--- src/sv/b2da_pkg.sv ---
// Shared types and constants for the binary to decimal ASCII digit emitter.
// No dependencies; imported by the controller, the datapath and the top level.
`timescale 1ns / 1ps

package b2da_pkg;

  localparam int NUM_BITS       = 32;            // width of the binary number
  localparam int COUNT_W        = 5;             // width of the requested digit count
  localparam int NUM_POS        = 10;            // decimal positions a 32-bit number can fill
  localparam int BIT_CNT_W      = $clog2(NUM_BITS);
  localparam int CHAR_W         = 6;             // width of one ASCII digit code
  localparam int DEF_MAX_DIGITS = 16;

  localparam logic [3:0]        DABBLE_LIMIT = 4'd5;
  localparam logic [3:0]        DABBLE_ADJ   = 4'd3;
  localparam logic [CHAR_W-1:0] ASCII_ZERO   = 6'd48;

  typedef enum logic [1:0] {
    ST_IDLE,
    ST_CONV,
    ST_EMIT
  } b2da_state_t;

  // Commands from the controller to the datapath.
  typedef struct packed {
    logic load;     // capture number and count, clear the BCD register
    logic shift;    // one double-dabble step
    logic advance;  // step down to the next lower digit position
  } b2da_cmd_t;

  // Status from the datapath to the controller.
  typedef struct packed {
    logic count_zero;  // offered item asks for no digits
    logic conv_last;   // this shift is the final one of the conversion
    logic pos_zero;    // current digit is the units digit
  } b2da_stat_t;

endpackage

--- src/sv/b2da_ctrl.sv ---
// Controller for the digit emitter: idle, bit-serial conversion, digit output.
// Depends on b2da_pkg; drives commands into b2da_dp and owns both handshakes.
`timescale 1ns / 1ps

module b2da_ctrl (
  input  logic                 clk,
  input  logic                 rst,
  input  logic                 in_valid,
  output logic                 in_ready,
  output logic                 out_valid,
  input  logic                 out_ready,
  input  b2da_pkg::b2da_stat_t stat,
  output b2da_pkg::b2da_cmd_t  cmd
);
  import b2da_pkg::*;

  b2da_state_t state;
  b2da_state_t state_next;

  always_ff @(posedge clk) begin
    if (rst) begin
      state <= ST_IDLE;
    end else begin
      state <= state_next;
    end
  end

  always_comb begin
    state_next = state;
    cmd        = '0;
    in_ready   = 1'b0;
    out_valid  = 1'b0;
    unique case (state)
      ST_IDLE: begin
        in_ready = 1'b1;
        if (in_valid) begin
          cmd.load = 1'b1;
          if (!stat.count_zero) begin
            state_next = ST_CONV;
          end
        end
      end
      ST_CONV: begin
        cmd.shift = 1'b1;
        if (stat.conv_last) begin
          state_next = ST_EMIT;
        end
      end
      ST_EMIT: begin
        out_valid = 1'b1;
        if (out_ready) begin
          if (stat.pos_zero) begin
            state_next = ST_IDLE;
          end else begin
            cmd.advance = 1'b1;
          end
        end
      end
      default: begin
        state_next = ST_IDLE;
      end
    endcase
  end

endmodule

--- src/sv/b2da_dp.sv ---
// Datapath for the digit emitter: double-dabble shift register, bit counter,
// digit position counter and digit select. Depends on b2da_pkg.
`timescale 1ns / 1ps

module b2da_dp #(
  parameter int MAX_DIGITS = b2da_pkg::DEF_MAX_DIGITS
) (
  input  logic                                clk,
  input  b2da_pkg::b2da_cmd_t                 cmd,
  input  logic [b2da_pkg::NUM_BITS-1:0]       number,
  input  logic [b2da_pkg::COUNT_W-1:0]        digit_count,
  output b2da_pkg::b2da_stat_t                stat,
  output logic [b2da_pkg::CHAR_W-1:0]         digit_char
);
  import b2da_pkg::*;

  localparam int POS_W = $clog2(MAX_DIGITS);
  localparam logic [COUNT_W-1:0] MAX_CNT = COUNT_W'(MAX_DIGITS);

  logic [NUM_BITS-1:0]  bin;
  logic [3:0]           bcd      [NUM_POS];
  logic [3:0]           bcd_next [NUM_POS];
  logic [3:0]           adj      [NUM_POS];
  logic [BIT_CNT_W-1:0] bit_cnt;
  logic [POS_W-1:0]     pos;
  logic [COUNT_W-1:0]   sat_count;
  logic [COUNT_W-1:0]   top_pos;
  logic [3:0]           digit;

  assign sat_count = (digit_count > MAX_CNT) ? MAX_CNT : digit_count;
  assign top_pos   = sat_count - COUNT_W'(1);

  // Add three to every digit of five or more, then shift in the next bit.
  always_comb begin
    for (int i = 0; i < NUM_POS; i++) begin
      adj[i] = (bcd[i] >= DABBLE_LIMIT) ? (bcd[i] + DABBLE_ADJ) : bcd[i];
    end
    bcd_next[0] = {adj[0][2:0], bin[NUM_BITS-1]};
    for (int i = 1; i < NUM_POS; i++) begin
      bcd_next[i] = {adj[i][2:0], adj[i-1][3]};
    end
  end

  always_ff @(posedge clk) begin
    if (cmd.load) begin
      bin     <= number;
      bit_cnt <= '0;
      pos     <= top_pos[POS_W-1:0];
      for (int i = 0; i < NUM_POS; i++) begin
        bcd[i] <= 4'd0;
      end
    end else if (cmd.shift) begin
      bin     <= {bin[NUM_BITS-2:0], 1'b0};
      bit_cnt <= bit_cnt + BIT_CNT_W'(1);
      for (int i = 0; i < NUM_POS; i++) begin
        bcd[i] <= bcd_next[i];
      end
    end else if (cmd.advance) begin
      pos <= pos - POS_W'(1);
    end
  end

  // Positions past the tenth hold no digit of a 32-bit number: read as zero.
  always_comb begin
    digit = 4'd0;
    for (int i = 0; i < NUM_POS; i++) begin
      if (pos == POS_W'(i)) begin
        digit = bcd[i];
      end
    end
  end

  assign digit_char      = ASCII_ZERO + {2'b00, digit};
  assign stat.count_zero = (digit_count == '0);
  assign stat.conv_last  = (bit_cnt == BIT_CNT_W'(NUM_BITS - 1));
  assign stat.pos_zero   = (pos == '0);

endmodule

--- src/sv/binary_to_decimal_ascii_digits.sv ---
// Top level of the binary to decimal ASCII digit emitter.
// Depends on b2da_pkg, b2da_ctrl and b2da_dp.
//
//  channel  | dir | tdata (low bit up)                   | tuser | tlast
//  s_axis   | in  | [31:0] number, [36:32] digit_count   | -     | -
//  m_axis   | out | [5:0] digit_char, [7:6] zero         | -     | last_digit
//
// Flow: one item is accepted, converted by the bit-serial double-dabble loop
// (one input bit per cycle) and then emitted as N digits when it asks for
// N > 0 digits (after saturation to MAX_DIGITS, sixteen by default), with
// any sink stalls. A count of zero is accepted and dropped with no digits.
// Reset clears only the controller state; datapath registers load on accept.
// Stalls: hold a digit on m_axis until taken; take no new item until the final
// digit of the current one has been transferred.
`timescale 1ns / 1ps

module binary_to_decimal_ascii_digits #(
  parameter int MAX_DIGITS = b2da_pkg::DEF_MAX_DIGITS
) (
  input  logic        clk,
  input  logic        rst,
  input  logic        s_axis_tvalid,
  output logic        s_axis_tready,
  input  logic [39:0] s_axis_tdata,   // [31:0] number, [36:32] digit_count, [39:37] zero
  output logic        m_axis_tvalid,
  input  logic        m_axis_tready,
  output logic [7:0]  m_axis_tdata,   // [5:0] digit_char, [7:6] zero
  output logic        m_axis_tlast    // last_digit: units digit of the run
);
  import b2da_pkg::*;

  b2da_cmd_t         cmd;
  b2da_stat_t        stat;
  logic [CHAR_W-1:0] digit_char;

  // Sequencer: owns both handshakes and steps the datapath.
  b2da_ctrl u_ctrl (
    .clk       (clk),
    .rst       (rst),
    .in_valid  (s_axis_tvalid),
    .in_ready  (s_axis_tready),
    .out_valid (m_axis_tvalid),
    .out_ready (m_axis_tready),
    .stat      (stat),
    .cmd       (cmd)
  );

  // Conversion registers and digit select; unpack the input fields here.
  b2da_dp #(
    .MAX_DIGITS (MAX_DIGITS)
  ) u_dp (
    .clk         (clk),
    .cmd         (cmd),
    .number      (s_axis_tdata[NUM_BITS-1:0]),
    .digit_count (s_axis_tdata[NUM_BITS+COUNT_W-1:NUM_BITS]),
    .stat        (stat),
    .digit_char  (digit_char)
  );

  // Pad the ASCII code to a whole byte; mark the units digit as last.
  assign m_axis_tdata = {(8 - CHAR_W)'(0), digit_char};
  assign m_axis_tlast = stat.pos_zero;

endmodule

--- config.mk ---
export PLATFORM = sky130hd
export DESIGN_NAME = binary_to_decimal_ascii_digits
export DESIGN_NICKNAME = d
export VERILOG_FILES = /design/src/sv/b2da_pkg.sv /design/src/sv/b2da_ctrl.sv /design/src/sv/b2da_dp.sv /design/src/sv/binary_to_decimal_ascii_digits.sv
export SDC_FILE = /design/constraint.sdc
export NUM_CORES = 1
export LEC_CHECK = 0
export BUFFER_PORTS_ARGS = -buffer_cell sky130_fd_sc_hd__buf_2
export CAP_MARGIN = 25
export CORE_MARGIN = 1.5
export CORE_UTILIZATION = 59
export DETAILED_ROUTE_END_ITERATION = 6
export GPL_TIMING_DRIVEN = 0
export PLACE_DENSITY = 0.8
export SETUP_SLACK_MARGIN = 0.05
export SLEW_MARGIN = 15
export SYNTH_ARGS = -nofsm -noshare
export SYNTH_HDL_FRONTEND = slang
export SYNTH_SLANG_ARGS = --single-unit
--- constraint.sdc ---
create_clock -name clk -period 4 [get_ports clk]
set_clock_uncertainty 0.1 [all_clocks]
set_input_delay 0.8 -clock clk [delete_from_list [all_inputs] [get_ports clk]]
set_output_delay 0.8 -clock clk [all_outputs]
set_load 0.03 [all_outputs]
Yosys cells after proc, flatten, opt, wreduce, memory -nomap -nowiden
Memories as Yosys holds them, arrays and structs flattened.
Index checks and enable logic that the tools add are counted.

cells by class
  bitwise operators = 10
  add/subtract/negate cells = 14
  order comparisons = 11
  reduce and logical (&&, ||, !) cells = 7
  equality and inequality tests = 18
  multiplexer cells = 55

operators with widths
  operator               number
  $mux W4                33
  $mux W32               2
  $ge A4 B3 Y1 const B   10
  $add A4 B2 Y4 const B  9
  $eq A4 B3 Y1 const B   4
  $mux W1                13
  $mux W2                5
  $ne A2 B2 Y1 const B   5
  $or A1 B1 Y1           10
  $eq A4 B2 Y1 const B   2
  $eq A4 B4 Y1 const B   2
  $sub A4 B1 Y4 const B  2
  $add A5 B5 Y6 const A  1
  $pmux W2 S3            1
  $add A5 B1 Y5 const B  1
  $eq A5 B5 Y1 const B   1
  $gt A5 B5 Y1 const B   1
  $logic_not A5 Y1       1
  $reduce_and A5 Y1      1
  $eq A4 B1 Y1 const B   1
  $logic_not A4 Y1       1
  $reduce_bool A2 Y1     2
  $add A3 B2 Y3 const B  1
  $mux W3                1
  5 further kinds        5

storage, ports and cells
  memory bits (writable) = 40
  memories kept = 1
  register bits = 43

memory list
  name      depth  bits a word  rd ports  clocked after memory_dff  write ports  RTL line       source
  u_dp.bcd  10     4            10        0                         10           b2da_dp.sv:21  logic [3:0] bcd [NUM_POS];

Logic depth before layout (Yosys ltp)
Gate-level depths: netlist of run 1.

  word-level depth = 12
  mapped depth = 7

Modules after synthesis
A second synthesis of run 1 with hierarchy kept.

unflattened totals
  cells, all modules = 438
  area total of the unflattened synthesis = 4777.1 um^2

modules (own cells, without submodules)
  module                          seq. area each (um^2)  times used  cells an instance  area each (um^2)
  b2da_dp                         2382.3                 1           421                4642.0
  b2da_ctrl                       40.0                   1           14                 116.4
  binary_to_decimal_ascii_digits  0.0                    1           3                  18.8

Worst setup path before layout of run 1
Ideal clock, no wire load.

  path kind = register to register
  start point = reg u_ctrl.state[0]
  end point = mem u_dp.bcd[0][0], enable pin
  data arrival time = 2754 ps
  library setup time = 432 ps
  slack = 714 ps
  required time = 3468 ps
  stages on the path, launching flop included = 5
  clock period less this slack = 3286 ps
  path buffers = 1
  cell sequence = dfxtp_1 > nor2_1 > nand2_1 > clkbuf_1 > nand2_1

RTL lines
  item                      RTL line         source
  start: declaration        b2da_ctrl.sv:17  b2da_state_t state;
  start signal: assignment  b2da_ctrl.sv:24  state <= state_next;
  end: declaration          b2da_dp.sv:21

Worst setup path after layout of run 1
  start point = reg u_dp.pos[0]
  end point = out m_axis_tdata[3]

on the way
  word-level cells in the longest chain between the ends = 12
  elaborated cells between the ends (all ways) = 21
  those cells by class = add/sub (1); eq/ne (9); mux (10); reduce/logical (1)

RTL lines
  item                      RTL line                              source
  start: declaration        b2da_dp.sv:25                         logic [POS_W-1:0] pos;
  start signal: assignment  b2da_dp.sv:48                         pos <= top_pos[POS_W-1:0];
  start signal: assignment  b2da_dp.sv:59                         pos <= pos - POS_W'(1);
  $logic_not A4 Y1          b2da_dp.sv:67                         if (pos == POS_W'(i)) begin
  $mux W4 (9 in a row)      b2da_dp.sv:67
  $mux W4 *                 b2da_dp.sv:67
  $add A5 B5 Y6 *           b2da_dp.sv:73                         assign digit_char = ASCII_ZERO + {2'b00, digit};
  end: declaration          binary_to_decimal_ascii_digits.sv:27  output logic [7:0] m_axis_tdata,

Every way passes the cells marked *; elsewhere a longest branch is shown, timed or not.

==> key figures, run 1 <==
Clocking
  • Clock tree from TritonCTS: yes
  • Clock Latency Late Sink: 0.35 ns
  • TritonCTS Buffers: 9
  • CTS sink cnt: 83
  • Maximum level of the CTS H-tree: 3
  • Max clock buf depth: 2
  • Clock-pin transition on the worst setup and hold timing paths: 0.09 ns
  • Post-cts sizing count: 0
  • Setup Buffers After CTS: 0
  • Master cell of the clock root buffer: sky130_fd_sc_hd__clkbuf_8
  • Hold-fix buffer count after cts: 0

Timing
  • Post-route minimum period: 3.249 ns
  • Setup violation total in the final timing report: 0
  • WHS: 0.3775 ns
  • Max Clock Freq: 307.8 MHz
  • Final WS setup: 0.7514 ns
  • Count of final hold-check violations: 0
  • Final period utilization: 0.8122
  • Setup repair after global routing missed its margin: false
  • Aggregate negative setup slack: 0 ns
  • Relative slew margins: 0.5337
  • Slew Viols, Final: 0
  • Measured slew at the worst slew-check pin: 0.6995 ns

Synthesis
  • Post-synthesis async set-or-reset flop share: 0
  • Yosys warning count: 0
  • Number of flops mapped to enable cells by yosys: 76
  • Syn Area/Cell: 9.578 sq um
  • Portion of the post-synthesis area used by sequential elements: 0.5068
  • Post-Synthesis Cell Area: 4780 sq um
  • Post-synthesis register bit count: 83
  • Gate Count Post-Synth: 499
  • Most frequently used flop master after synthesis: sky130_fd_sc_hd__edfxtp_1
  • Distinct cell type count of the synthesized netlist: 42

Finish
  • Total number of nets in the final design: 631
  • Highest-count cells in the layout ignoring fill and taps: sky130_fd_sc_hd__nand2_1, sky130_fd_sc_hd__edfxtp_1, sky130_fd_sc_hd__buf_2
  • Number of inserted diodes: 0
  • Most common library cell in the layout ignoring fill and taps: sky130_fd_sc_hd__nand2_1
  • Share of post-route cells with drive strength above 1: 0.1469
  • Design area: 5363 sq um
  • Count of fill cells added during filler insertion: 614
  • Post-synthesis to final-layout area growth: 12.20%

Power
  • Overall Power: 2.259 mW
  • VDD IR-drop max: 243.0 uV
  • Static leakage power: 2.278 nW
  • Pwr Density: 421.2 nW/um^2

Critical path
  • Critical path peak fanout: 6
  • Max stage delay on crit path: 0.49 ns
  • Required arrival time at the worst endpoint: 3.10 ns
  • Largest delay share family, worst path: compound AO/OA/AOI/OAI gates
  • Worst path slowest cell: sky130_fd_sc_hd__edfxtp_1
  • Worst path cell trace: ha_1 -> and2b_1 -> a22oi_1 -> a311o_1 -> a31oi_1 -> buf_2
  • Type of element launching the critical path: flop
  • Crit path DAT: 2.35 ns
  • Number of buffer and inverter instances along the worst setup path: 1
  • Kind of critical path: reg -> out
  • CP Capture Type: output port

Global route
  • Via count of the first global-routing pass: 3530
  • Wire length of the first global-routing pass: 15920 um
  • Overall global routing resource usage: 0.2357
  • Total global routing overflow: 0
  • Largest net degree at the start of global routing: 38
  • Number of antenna violations at the first check in global routing: 0

Routing
  • Drt drc: 0
  • Router iterations before antenna repair: 5
  • Via count: 3604
  • Drt total wl: 9434 um
  • Final ANT Viol Nets: 0
  • Detailed router's first-iteration violation count: 205
  • Post-detailed-route wirelength per cell: 14.14 um
  • Detail-routed via count per cell: 5.403

Job
  • Max Cap Viol: 0

Place
  • Area after detailed placement: 5177 sq um
  • RePlAce Congestion: 0.8700
  • Port bufs: 47
  • Minimum setup slack after placement: 1.140 ns
  • Hpwl dp: 6696 um

Status
  • Result of the run: finished, final reports clean

Floorplan
  • Overall die area: 8650 sq um
  • Overall die height: 93.01 um
  • Die extent in x: 93.01 um
  • FP Rows: 32
  • Core ar.: 7767 sq um
  • Effective utilization at floorplan: 0.6153
  • I/O pin count: 55

Hold path
  • Hold Path Class: reg -> reg
-- path summary, 6_finish.rpt --
path                                 startpoint               to  slack, ns  cells past startpoint
worst max register to register  u_ctrl.state[1]   u_dp.bcd[3][3]       1.56                      5
worst min-delay path            u_dp.bit_cnt[4]  u_dp.bit_cnt[4]       0.38                      2
worst min register to register  u_dp.bit_cnt[4]  u_dp.bit_cnt[4]       0.38                      2
worst max-delay path                u_dp.pos[0]  m_axis_tdata[3]       0.75                      6
-- sequential cells by signal, summed over array words and instances, names as in the netlist --
| name | count |
|---|---|
| u_dp.bin | 32 |
| u_dp.pos | 4 |
| u_dp.bit_cnt | 5 |
| u_ctrl.state | 2 |
| u_dp.bcd | 40 |
-- stage by stage --
stage               instances    util
CTS                       667  0.6904
finish                    667  0.6904
detailed placement        651  0.6666
global placement          650  0.6630
global route              667  0.6904
floorplan                 501       -
-- Yosys cell counts (2+ instances only) --
cell type	count	share of area
sky130_fd_sc_hd__a211oi_1	10	0.016
sky130_fd_sc_hd__a21o_1	3	0.0047
sky130_fd_sc_hd__a21oi_1	36	0.038
sky130_fd_sc_hd__a221o_1	2	0.0042
sky130_fd_sc_hd__a22oi_1	5	0.0079
sky130_fd_sc_hd__a311o_1	3	0.0063
sky130_fd_sc_hd__a32oi_1	3	0.0055
sky130_fd_sc_hd__and2_1	2	0.0026
sky130_fd_sc_hd__and2b_1	2	0.0031
sky130_fd_sc_hd__and3_1	2	0.0026
sky130_fd_sc_hd__buf_2	9	0.0094
sky130_fd_sc_hd__buf_4	7	0.011
sky130_fd_sc_hd__clkbuf_1	9	0.0071
sky130_fd_sc_hd__conb_1	2	0.0016
sky130_fd_sc_hd__dfxtp_1	7	0.029
sky130_fd_sc_hd__edfxtp_1	76	0.48
sky130_fd_sc_hd__ha_1	27	0.071
sky130_fd_sc_hd__inv_1	24	0.019
sky130_fd_sc_hd__nand2_1	130	0.10
sky130_fd_sc_hd__nand2b_1	13	0.017
sky130_fd_sc_hd__nand3b_1	2	0.0031
sky130_fd_sc_hd__nor2_1	30	0.024
sky130_fd_sc_hd__nor2b_1	21	0.027
sky130_fd_sc_hd__nor3_1	13	0.014
sky130_fd_sc_hd__nor3b_1	4	0.0063
sky130_fd_sc_hd__o21ai_0	17	0.018
sky130_fd_sc_hd__xnor2_1	14	0.026
sky130_fd_sc_hd__xor2_1	12	0.022
-- metal layers --
metal  up-vias  part of all wire  track usage
met5         -                 0            0
met4         0             0.012      0.07323
met3         9             0.050      0.05285
met2        81              0.49       0.4033
met1      1698              0.45       0.2973
li1       1816                 -            -
-- power by group --
group	total (mW)	switching [mW]	internal, mW
Combinational	0.511	0.308	0.203
Sequential	1.17	0.0788	1.09
Clock	0.578	0.336	0.241
-- cell families (layout without fill, tap and decap cells) --
group,count (synthesis),in the layout,synth area share
simple gates,224,224,0.2097
compound gates,86,86,0.1128
flops,83,83,0.5068
buf+inv,50,114,0.04869
fa+ha+maj,27,27,0.07068
xor+xnor,26,26,0.04764
other cells,2,4,0.001571
mux,1,1,0.002094
-- final cells by class --
class	instances	area, sq um	share of cell area
sequential	83	2422	0.4517
multi-input combinational	368	2140	0.3990
timing repair buffer	48	255.2	0.04760
buffer	26	142.6	0.02660
clock buffer	10	127.6	0.02380
tap	102	127.6	0.02380
inverter	24	90.09	0.01680
clock inverter	6	57.56	0.01073
-- worst register-to-register path: stages (launching register included) --
cell                       delay [ns]
sky130_fd_sc_hd__dfxtp_1         0.37
sky130_fd_sc_hd__nand2b_1        0.11
sky130_fd_sc_hd__clkbuf_1        0.23
sky130_fd_sc_hd__clkbuf_1        0.58
sky130_fd_sc_hd__nand2_4         0.45
sky130_fd_sc_hd__buf_12          0.33
Power figures use the tool's default switching activity.
==> run 2, diff against run 1 <==
--- a/config.mk
+++ b/config.mk
@@ -5,13 +5,14 @@
 export SDC_FILE = /design/constraint.sdc
 export NUM_CORES = 1
 export LEC_CHECK = 0
+export ABC_AREA = 1
 export BUFFER_PORTS_ARGS = -buffer_cell sky130_fd_sc_hd__buf_2
 export CAP_MARGIN = 25
 export CORE_MARGIN = 1.5
-export CORE_UTILIZATION = 59
+export CORE_UTILIZATION = 53
 export DETAILED_ROUTE_END_ITERATION = 6
 export GPL_TIMING_DRIVEN = 0
-export PLACE_DENSITY = 0.8
+export PLACE_DENSITY = 0.76
 export SETUP_SLACK_MARGIN = 0.05
 export SLEW_MARGIN = 15
 export SYNTH_ARGS = -nofsm -noshare
==> constraint.sdc (replaced) <==
create_clock -name clk -period 2.75 [get_ports clk]
set_clock_uncertainty 0.1 [all_clocks]
set_input_delay 0.55 -clock clk [delete_from_list [all_inputs] [get_ports clk]]
set_output_delay 0.55 -clock clk [all_outputs]
set_load 0.03 [all_outputs]
==> run 2 against run 1 <==
  * The flow now finishes with violations (setup timing)
  * Global-route usage down 1.5 points
  * Routed wire length up 8.2%
  * Area after synthesis up 1.6%
  * Critical path depth up 9
  * Flip-flop and latch count unchanged
  * Via count up 9.9%
==> key figures, run 2 <==
Status
  • Result of the run: complete, but fails checks
  • Violations in the final reports: setup timing

Timing
  • Setup repair after global routing missed its margin: true
  • Final WS setup: -0.06019 ns (-0.8116 ns)
  • Post-route minimum period: 2.810 ns
  • Relative slew margins: 0.3494 (-0.1843)
  • Final period utilization: 1.022
  • Count of final hold-check violations: 0 (unchanged)
  • Slew Viols, Final: 0 (unchanged)
  • Setup violation total in the final timing report: 4 (+4)
  • Measured slew at the worst slew-check pin: 0.9759 ns (+0.2765 ns)
  • Aggregate negative setup slack: -0.1694 ns (-0.1694 ns)
  • Max Clock Freq: 355.8 MHz

Finish
  • Flip-flop count of the largest register, all copies and words added: 40 (unchanged)
  • Highest-count cells in the layout ignoring fill and taps: sky130_fd_sc_hd__nand2_1, sky130_fd_sc_hd__inv_1, sky130_fd_sc_hd__edfxtp_1
  • Register ranked first by flip-flop count: u_dp.bcd
  • Design area: 5645 sq um (+5.3%)
  • Utilization after layout: 0.6411 (-0.04931)
  • Total number of nets in the final design: 728 (+15%)
  • Count of fill cells added during filler insertion: 724 (+18%)
  • Share of post-route cells with drive strength above 1: 0.1616 (+0.01473)
  • Combined flip-flop and latch cell area: 2422 sq um (unchanged)
  • Largest regs: u_dp.bcd (40), u_dp.bin (32), u_dp.bit_cnt (5)
  • Post-synthesis to final-layout area growth: 16.20%
  • Multi-input combinational cell area: 2101 sq um (-1.8%)
  • Most common library cell in the layout ignoring fill and taps: sky130_fd_sc_hd__nand2_1
  • Number of inserted diodes: 0 (unchanged)
  • Final instance count without filler cells: 770 (+15%)

Synthesis
  • Post-synthesis cell type with the largest combined area: sky130_fd_sc_hd__edfxtp_1
  • Post-synthesis async set-or-reset flop share: 0 (unchanged)
  • Fraction of synthesized cell area taken by the top area cell type: 0.4697 (-0.007747)
  • Post-synthesis register bit count: 83 (unchanged)
  • Dominant cell by count in the synthesized netlist: sky130_fd_sc_hd__nand2_1
  • Commonest cells post-synth: sky130_fd_sc_hd__nand2_1, sky130_fd_sc_hd__inv_1, sky130_fd_sc_hd__edfxtp_1
  • Gate Count Post-Synth: 586 (+17%)
  • Yosys warning count: 0 (unchanged)
  • Number of flops mapped to enable cells by yosys: 76 (unchanged)
  • Post-Synthesis Cell Area: 4858 sq um (+1.6%)
  • Portion of the post-synthesis area used by sequential elements: 0.4986 (-0.008223)
  • Distinct cell type count of the synthesized netlist: 32 (-24%)
  • Syn Area/Cell: 8.291 sq um (-13%)
  • Most frequently used flop master after synthesis: sky130_fd_sc_hd__edfxtp_1
  • Cell types occupying the most area after synthesis: sky130_fd_sc_hd__edfxtp_1, sky130_fd_sc_hd__nand2_1, sky130_fd_sc_hd__ha_1

Power
  • Switching part of the total: 0.3171 (-0.003012)
  • Power Internal: 2.335 mW (+52%)
  • Pwr Density: 605.6 nW/um^2 (+44%)
  • Logic gate share of total power: 0.226 (about the same)
  • Static leakage power: 2.627 nW (+15%)
  • Overall Power: 3.419 mW (+51%)
  • VDD IR-drop max: 319.7 uV (+32%)
  • Net Sw Power: 1.084 mW (+50%)
  • Part of the power in registers: 0.494 (-0.024)
  • Clock network fraction of total power: 0.280 (+0.024)

Floorplan
  • Core ar.: 8806 sq um (+13%)
  • I/O pin count: 55 (unchanged)
  • Effective utilization at floorplan: 0.5517 (-0.06362)
  • Overall die height: 98.75 um (+6.2%)
  • Overall die area: 9751 sq um (+13%)
  • Die extent in x: 98.75 um (+6.2%)
  • FP Rows: 34 (+6.3%)

Routing
  • Router iterations before antenna repair: 6 (+1)
  • Drt total wl: 10200 um (+8.2%)
  • Post-detailed-route wirelength per cell: 13.25 um (-6.3%)
  • Final ANT Viol Nets: 0 (unchanged)
  • Detail-routed via count per cell: 5.143 (-4.8%)
  • Detailed router's first-iteration violation count: 198 (-3.4%)
  • Drt drc: 0 (unchanged)
  • Via count: 3960 (+9.9%)

Critical path
  • Type of element launching the critical path: flop
  • CP Capture Type: output port
  • Depth of the worst register-to-register path: 4 (-1)
  • CP startpoint: u_dp.pos[0]
  • Critical path peak fanout: 5 (-1)
  • Start of the worst register-to-register path: u_ctrl.state[0]
  • Crit path DAT: 2.16 ns (-0.19 ns)
  • Kind of critical path: reg -> out
  • Required arrival time at the worst endpoint: 2.10 ns (-1.00 ns)

Place
  • Port bufs: 47 (unchanged)
  • Area after detailed placement: 5244 sq um (+1.3%)
  • RePlAce Congestion: 0.8645 (-0.63%)
  • Hpwl dp: 6812 um (+1.7%)
  • Inst Count DP: 743 (+14%)

Clocking
  • TritonCTS Buffers: 9 (unchanged)
  • Maximum level of the CTS H-tree: 3 (unchanged)
  • Clock-pin transition on the worst setup and hold timing paths: 0.09 ns (about the same)
  • Max clock buf depth: 2 (unchanged)
  • CTS sink cnt: 83 (unchanged)
  • Hold-fix buffer count after cts: 0 (unchanged)
  • Master cell of the clock root buffer: sky130_fd_sc_hd__clkbuf_8
  • Clock tree from TritonCTS: yes
  • Clock Latency Late Sink: 0.36 ns (about the same)

Hold path
  • Hold path startpoint: rst
  • Instance count along the most critical hold path: 2 (unchanged)
  • Hold Path Class: in -> reg

Global route
  • Number of antenna violations at the first check in global routing: 0 (unchanged)
  • Via count of the first global-routing pass: 3926 (+11%)
  • Total global routing overflow: 0 (unchanged)
  • Overall global routing resource usage: 0.2203 (-0.01532)
  • Wire length of the first global-routing pass: 17200 um (+8.1%)
  • Largest net degree at the start of global routing: 73 (+92%)

Job
  • Max Cap Viol: 0 (unchanged)
[run 2: cell types whose count changed after synthesis, sizes merged, moves of 6 or more]
cell and delta:
nor2b -21, o21ai +38, nor2 +19, nand2 +50, xnor2 -14, buf -8, nand2b -13, a21oi +6
inv +63, xor2 -6, nand3 +16
[run 2: cells by family (layout without fill, tap and decap cells)]
group | after synthesis | after routing | synth area share
buffers and inverters | 105 | 179 | 0.08679
DFF | 83 | 83 | 0.4986
other | 2 | 4 | 0.001546
adders and majority gates | 27 | 27 | 0.06953
xor gates and xnor gates | 6 | 6 | 0.01082
AOI/OAI and AO/OA | 106 | 106 | 0.1136
muxes | 1 | 1 | 0.002060
and+or+nand+nor | 256 | 256 | 0.2171
[run 2: worst max-delay path, cell delays in order, from the launching register on]
cell                       delay (ns)
sky130_fd_sc_hd__edfxtp_1        0.50
sky130_fd_sc_hd__inv_2           0.18
sky130_fd_sc_hd__ha_4            0.21
sky130_fd_sc_hd__nand2_4         0.06
sky130_fd_sc_hd__nor2_4          0.11
sky130_fd_sc_hd__nand2_2         0.06
sky130_fd_sc_hd__nand3_2         0.05
sky130_fd_sc_hd__nand2_1         0.06
sky130_fd_sc_hd__nand2_1         0.06
sky130_fd_sc_hd__nand2_1         0.05
sky130_fd_sc_hd__nand2_1         0.06
sky130_fd_sc_hd__nand2_1         0.05
sky130_fd_sc_hd__nand2_1         0.08
sky130_fd_sc_hd__nand2_1         0.05
sky130_fd_sc_hd__nand2_1         0.08
sky130_fd_sc_hd__buf_6           0.14
[run 2: final timing paths]
| check | endpoint | slack [ns] |
|---|---|---|
| min reg2reg | u_dp.bit_cnt[4] | 0.40 |
| min | u_ctrl.state[1] | 0.25 |
| max reg2reg | u_dp.bcd[7][0] | 0.38 |
| max | m_axis_tdata[1] | -0.06 |
[run 2: power groups by stage]
stage	Combinational (mW)	Sequential, mW	Clock (mW)
floorplan	0.530	1.68	0
global placement	0.677	1.71	0
detailed placement	0.705	1.71	0
CTS	0.754	1.69	0.972
global route	0.884	1.71	1.02
finish	0.774	1.69	0.956
[run 2: cell type report]
class                           instances  area share
Clock buffer                           12     0.03324
Sequential cell                        83      0.4291
Tap cell                              108     0.02394
Timing Repair Buffer                   58     0.06073
Multi-Input combinational cell        400      0.3721
Clock inverter                          4    0.006206
Buffer                                 17     0.01618
Inverter                               88     0.05851
[run 2: repair_timing]
action                     in CTS  in global routing
resized for setup              20                  7
pin swaps                      10                  7
setup endpoints to repair       4                  4
buffers inserted                9                  2
[run 2: routing by layer]
| metal | vias up | wire length [um] | global-route usage | part of all wire |
|---|---|---|---|---|
| li1 | 2045 | - | - | - |
| met1 | 1791 | 4604 | 0.2769 | 0.45 |
| met2 | 103 | 4871 | 0.3708 | 0.48 |
| met3 | 21 | 488 | 0.04681 | 0.048 |
| met4 | 0 | 240 | 0.09121 | 0.024 |
| met5 | - | 0 | 0 | 0 |
[run 2: metrics by stage]
step / hold WS (ns) / setup WS [ns]
floorplan: 0.3461 / 0.3973
global placement: 0.3673 / 0.1450
detailed placement: 0.3820 / 0.09172
CTS: 0.2383 / 0.02412
global route: 0.2400 / -0.1926
finish: 0.2467 / -0.06019
==> run 3, diff against run 2 <==
--- a/config.mk
+++ b/config.mk
@@ -9,10 +9,10 @@
 export BUFFER_PORTS_ARGS = -buffer_cell sky130_fd_sc_hd__buf_2
 export CAP_MARGIN = 25
 export CORE_MARGIN = 1.5
-export CORE_UTILIZATION = 53
+export CORE_UTILIZATION = 64
 export DETAILED_ROUTE_END_ITERATION = 6
 export GPL_TIMING_DRIVEN = 0
-export PLACE_DENSITY = 0.76
+export PLACE_DENSITY = 0.86
 export SETUP_SLACK_MARGIN = 0.05
 export SLEW_MARGIN = 15
 export SYNTH_ARGS = -nofsm -noshare
==> constraint.sdc (replaced) <==
create_clock -name clk -period 3.5 [get_ports clk]
set_clock_uncertainty 0.1 [all_clocks]
set_input_delay 0.7 -clock clk [delete_from_list [all_inputs] [get_ports clk]]
set_output_delay 0.7 -clock clk [all_outputs]
set_load 0.03 [all_outputs]
==> run 3 against run 2 <==
  * Core utilization increased by 11 points
  * Clock power decreased by 26%
  * Routed wire length shrank 1.6%
  * Sequential power is 22% lower
  * Cell count is 2.5% lower
  * Largest cell class unchanged
  * First-iteration DRC count up 40%
  * Flip-flop and latch count stayed put
  * Power fell by 24%
  * Non-clock buffer count down 10
  * The flow now finishes without violations
==> key figures, run 3 (synthesis results as in run 2) <==
Critical path
  • CP startpoint: u_dp.pos[1]
  • Worst path cell trace: inv_1 -> ha_1 -> inv_1 -> nor3_2 -> nand2_1 -> nand3_1 -> nand2_1 -> nand2_1 -> nand2_1 -> nand2_1 -> nand2_1 -> nand2_1 -> nand2_1 -> nand2_1 -> buf_2
  • Reg-to-Reg End: u_dp.bcd[3][1]
  • Critical path peak fanout: 4 (-1)
  • Type of element launching the critical path: flop
  • Crit path DAT: 2.41 ns (+0.25 ns)
  • Start of the worst register-to-register path: u_ctrl.state[0]
  • Setup slack on the worst flop-to-flop path: 1.35 ns (+0.97 ns)
  • Depth of the worst register-to-register path: 5 (+1)
  • Max stage delay on crit path: 0.44 ns (-0.06 ns)
  • Most used cell along the critical path: sky130_fd_sc_hd__nand2_1
  • CP Capture Type: output port
  • Kind of critical path: reg -> out
  • Required arrival time at the worst endpoint: 2.70 ns (+0.60 ns)
  • Worst path slowest cell: sky130_fd_sc_hd__edfxtp_1

Floorplan
  • FP Rows: 31 (-8.8%)
  • Overall die area: 8123 sq um (-17%)
  • Overall die height: 90.13 um (-8.7%)
  • Effective utilization at floorplan: 0.6663 (+0.1145)
  • I/O pin count: 55 (unchanged)
  • Core ar.: 7292 sq um (-17%)
  • Die extent in x: 90.13 um (-8.7%)

Clocking
  • Master cell of the clock root buffer: sky130_fd_sc_hd__clkbuf_8
  • TritonCTS Buffers: 9 (unchanged)
  • Setup Buffers After CTS: 0 (-9)
  • Post-cts sizing count: 0 (-100%)
  • CTS sink cnt: 83 (unchanged)
  • Max clock buf depth: 2 (unchanged)
  • Clock tree from TritonCTS: yes
  • Clock Latency Late Sink: 0.36 ns (about the same)
  • Hold-fix buffer count after cts: 0 (unchanged)
  • Maximum level of the CTS H-tree: 3 (unchanged)
  • Clock-pin transition on the worst setup and hold timing paths: 0.09 ns (about the same)

Timing
  • Setup repair after global routing missed its margin: false
  • Slew Viols, Final: 0 (unchanged)
  • Setup violation total in the final timing report: 0 (-4)
  • Final period utilization: 0.9169
  • Max Clock Freq: 311.6 MHz
  • Relative slew margins: 0.5533 (+0.2039)
  • Final WS setup: 0.2907 ns (+0.3509 ns)
  • Count of final hold-check violations: 0 (unchanged)
  • Measured slew at the worst slew-check pin: 0.6700 ns (-0.3059 ns)
  • Post-route minimum period: 3.209 ns

Power
  • Clock network fraction of total power: 0.272 (-0.008)
  • VDD IR-drop max: 392.5 uV (+23%)
  • Net Sw Power: 835.5 uW (-23%)
  • Power Internal: 1.772 mW (-24%)
  • Switching part of the total: 0.3205 (+0.003379)
  • Part of the power in registers: 0.508 (+0.014)
  • Static leakage power: 2.551 nW (-2.9%)
  • Logic gate share of total power: 0.220 (-0.006)
  • Pwr Density: 477.3 nW/um^2 (-21%)

Place
  • RePlAce Congestion: 0.8724 (+0.91%)
  • Hpwl dp: 7126 um (+4.6%)
  • Port bufs: 47 (unchanged)
  • Inst Count DP: 735 (-1.1%)
  • Minimum setup slack after placement: 0.7172 ns (+0.6255 ns)

Routing
  • Drt total wl: 10040 um (-1.6%)
  • Router iterations before antenna repair: 5 (-1)
  • Drt drc: 0 (unchanged)
  • Detailed router's first-iteration violation count: 277 (+40%)
  • Detail-routed via count per cell: 5.302 (+3.1%)
  • Via count: 3982 (+0.56%)
  • Final ANT Viol Nets: 0 (unchanged)
  • Post-detailed-route wirelength per cell: 13.36 um (+0.85%)

Global route
  • Wire length of the first global-routing pass: 17280 um (+0.48%)
  • Overall global routing resource usage: 0.2647 (+0.04438)
  • Via count of the first global-routing pass: 3838 (-2.2%)
  • Largest net degree at the start of global routing: 52 (-29%)
  • Total global routing overflow: 0 (unchanged)
  • Number of antenna violations at the first check in global routing: 0 (unchanged)

Finish
  • Register ranked first by flip-flop count: u_dp.bcd
  • Highest-count cells in the layout ignoring fill and taps: sky130_fd_sc_hd__nand2_1, sky130_fd_sc_hd__inv_1, sky130_fd_sc_hd__edfxtp_1
  • Share of post-route cells with drive strength above 1: 0.1304 (-0.03126)
  • Final instance count without filler cells: 751 (-2.5%)
  • Post-synthesis to final-layout area growth: 12.41%
  • Total number of nets in the final design: 718 (-1.4%)
  • Count of fill cells added during filler insertion: 557 (-23%)
  • Number of inserted diodes: 0 (unchanged)
  • Flip-flop count of the largest register, all copies and words added: 40 (unchanged)
  • Most common library cell in the layout ignoring fill and taps: sky130_fd_sc_hd__nand2_1
  • Largest regs: u_dp.bcd (40), u_dp.bin (32), u_dp.bit_cnt (5)

Status
  • Result of the run: finished, final reports clean

Hold path
  • Instance count along the most critical hold path: 2 (unchanged)
  • WHS Endpoint: u_dp.bit_cnt[3]
  • Hold Path Class: reg -> reg
  • Hold path startpoint: u_dp.bit_cnt[3]

Job
  • Max Cap Viol: 0 (unchanged)
run 3: changes by cell type in the layout (fill, tap and decap cells not counted), moves of 3 or more:
cell / before / now
sky130_fd_sc_hd__buf_4: 15 / 4
sky130_fd_sc_hd__buf_6: 5 / 1
sky130_fd_sc_hd__ha_1: 23 / 26
sky130_fd_sc_hd__inv_2: 4 / 1
sky130_fd_sc_hd__nand3_1: 13 / 16
sky130_fd_sc_hd__nand3_2: 3 / 0
sky130_fd_sc_hd__ha_4: 3 / 0
sky130_fd_sc_hd__buf_2: 47 / 51
sky130_fd_sc_hd__inv_1: 83 / 86
run 3: critical path: cells and delay by family (launching register included):
kind / cells / cell delay, ns
simple gates: 11 / 0.83
buf+inv: 3 / 0.48
flops: 1 / 0.44
fa+ha+maj: 1 / 0.29
run 3: per-stage QoR:
| step | hold slack, ns | setup TNS (ns) | utilization | cell area (sq um) | power [mW] |
|---|---|---|---|---|---|
| finish | 0.3881 | 0 | 0.7490 | 5461 | 2.607 |
| global route | 0.3866 | 0 | 0.7490 | 5461 | 2.762 |
| CTS | 0.3823 | 0 | 0.7486 | 5459 | 2.607 |
| global placement | 0.3642 | -54.54 | 0.7165 | 5225 | 1.872 |
| detailed placement | 0.3687 | 0 | 0.7213 | 5260 | 1.909 |
| floorplan | 0.3461 | 0 | - | 4866 | 1.741 |
run 3: worst max path at each step:
stage                      end  slack, ns  depth (start not counted)
2_1_floorplan   u_dp.bcd[0][0]       0.12                          4
3_3_place_gp    u_dp.bcd[8][3]      -0.76                          4
3_5_place_dp   m_axis_tdata[3]       0.72                         11
4_1_cts        m_axis_tdata[2]       0.31                         13
5_1_grt        m_axis_tdata[3]       0.06                         15
6_report       m_axis_tdata[3]       0.29                         15
run 3: final cells by class:
cell class / count / area [sq um] / share of cell area
Sequential cell: 83 / 2422 / 0.4435
Multi-Input combinational cell: 400 / 2032 / 0.3721
Inverter: 88 / 330.3 / 0.06048
Timing Repair Buffer: 48 / 262.8 / 0.04811
Clock buffer: 10 / 127.6 / 0.02337
Tap cell: 99 / 123.9 / 0.02268
Buffer: 17 / 91.34 / 0.01672
Clock inverter: 6 / 71.32 / 0.01306
run 3: power groups by stage:
stage | clock network (mW) | logic (mW) | registers [mW]
after floorplan | 0 | 0.415 | 1.33
after global placement | 0 | 0.525 | 1.35
after detailed placement | 0 | 0.565 | 1.34
after CTS | 0.714 | 0.570 | 1.32
after global routing | 0.765 | 0.658 | 1.34
final | 0.708 | 0.575 | 1.32
run 3: layer usage:
| metal | vias up | part of all wire | wire length (um) | global-route usage |
|---|---|---|---|---|
| met1 | 1813 | 0.42 | 4262 | 0.3339 |
| met4 | 0 | 0.021 | 208 | 0.09259 |
| met2 | 126 | 0.50 | 4978 | 0.4470 |
| li1 | 2020 | - | - | - |
| met5 | - | 0 | 0 | 0 |
| met3 | 23 | 0.059 | 589 | 0.06176 |
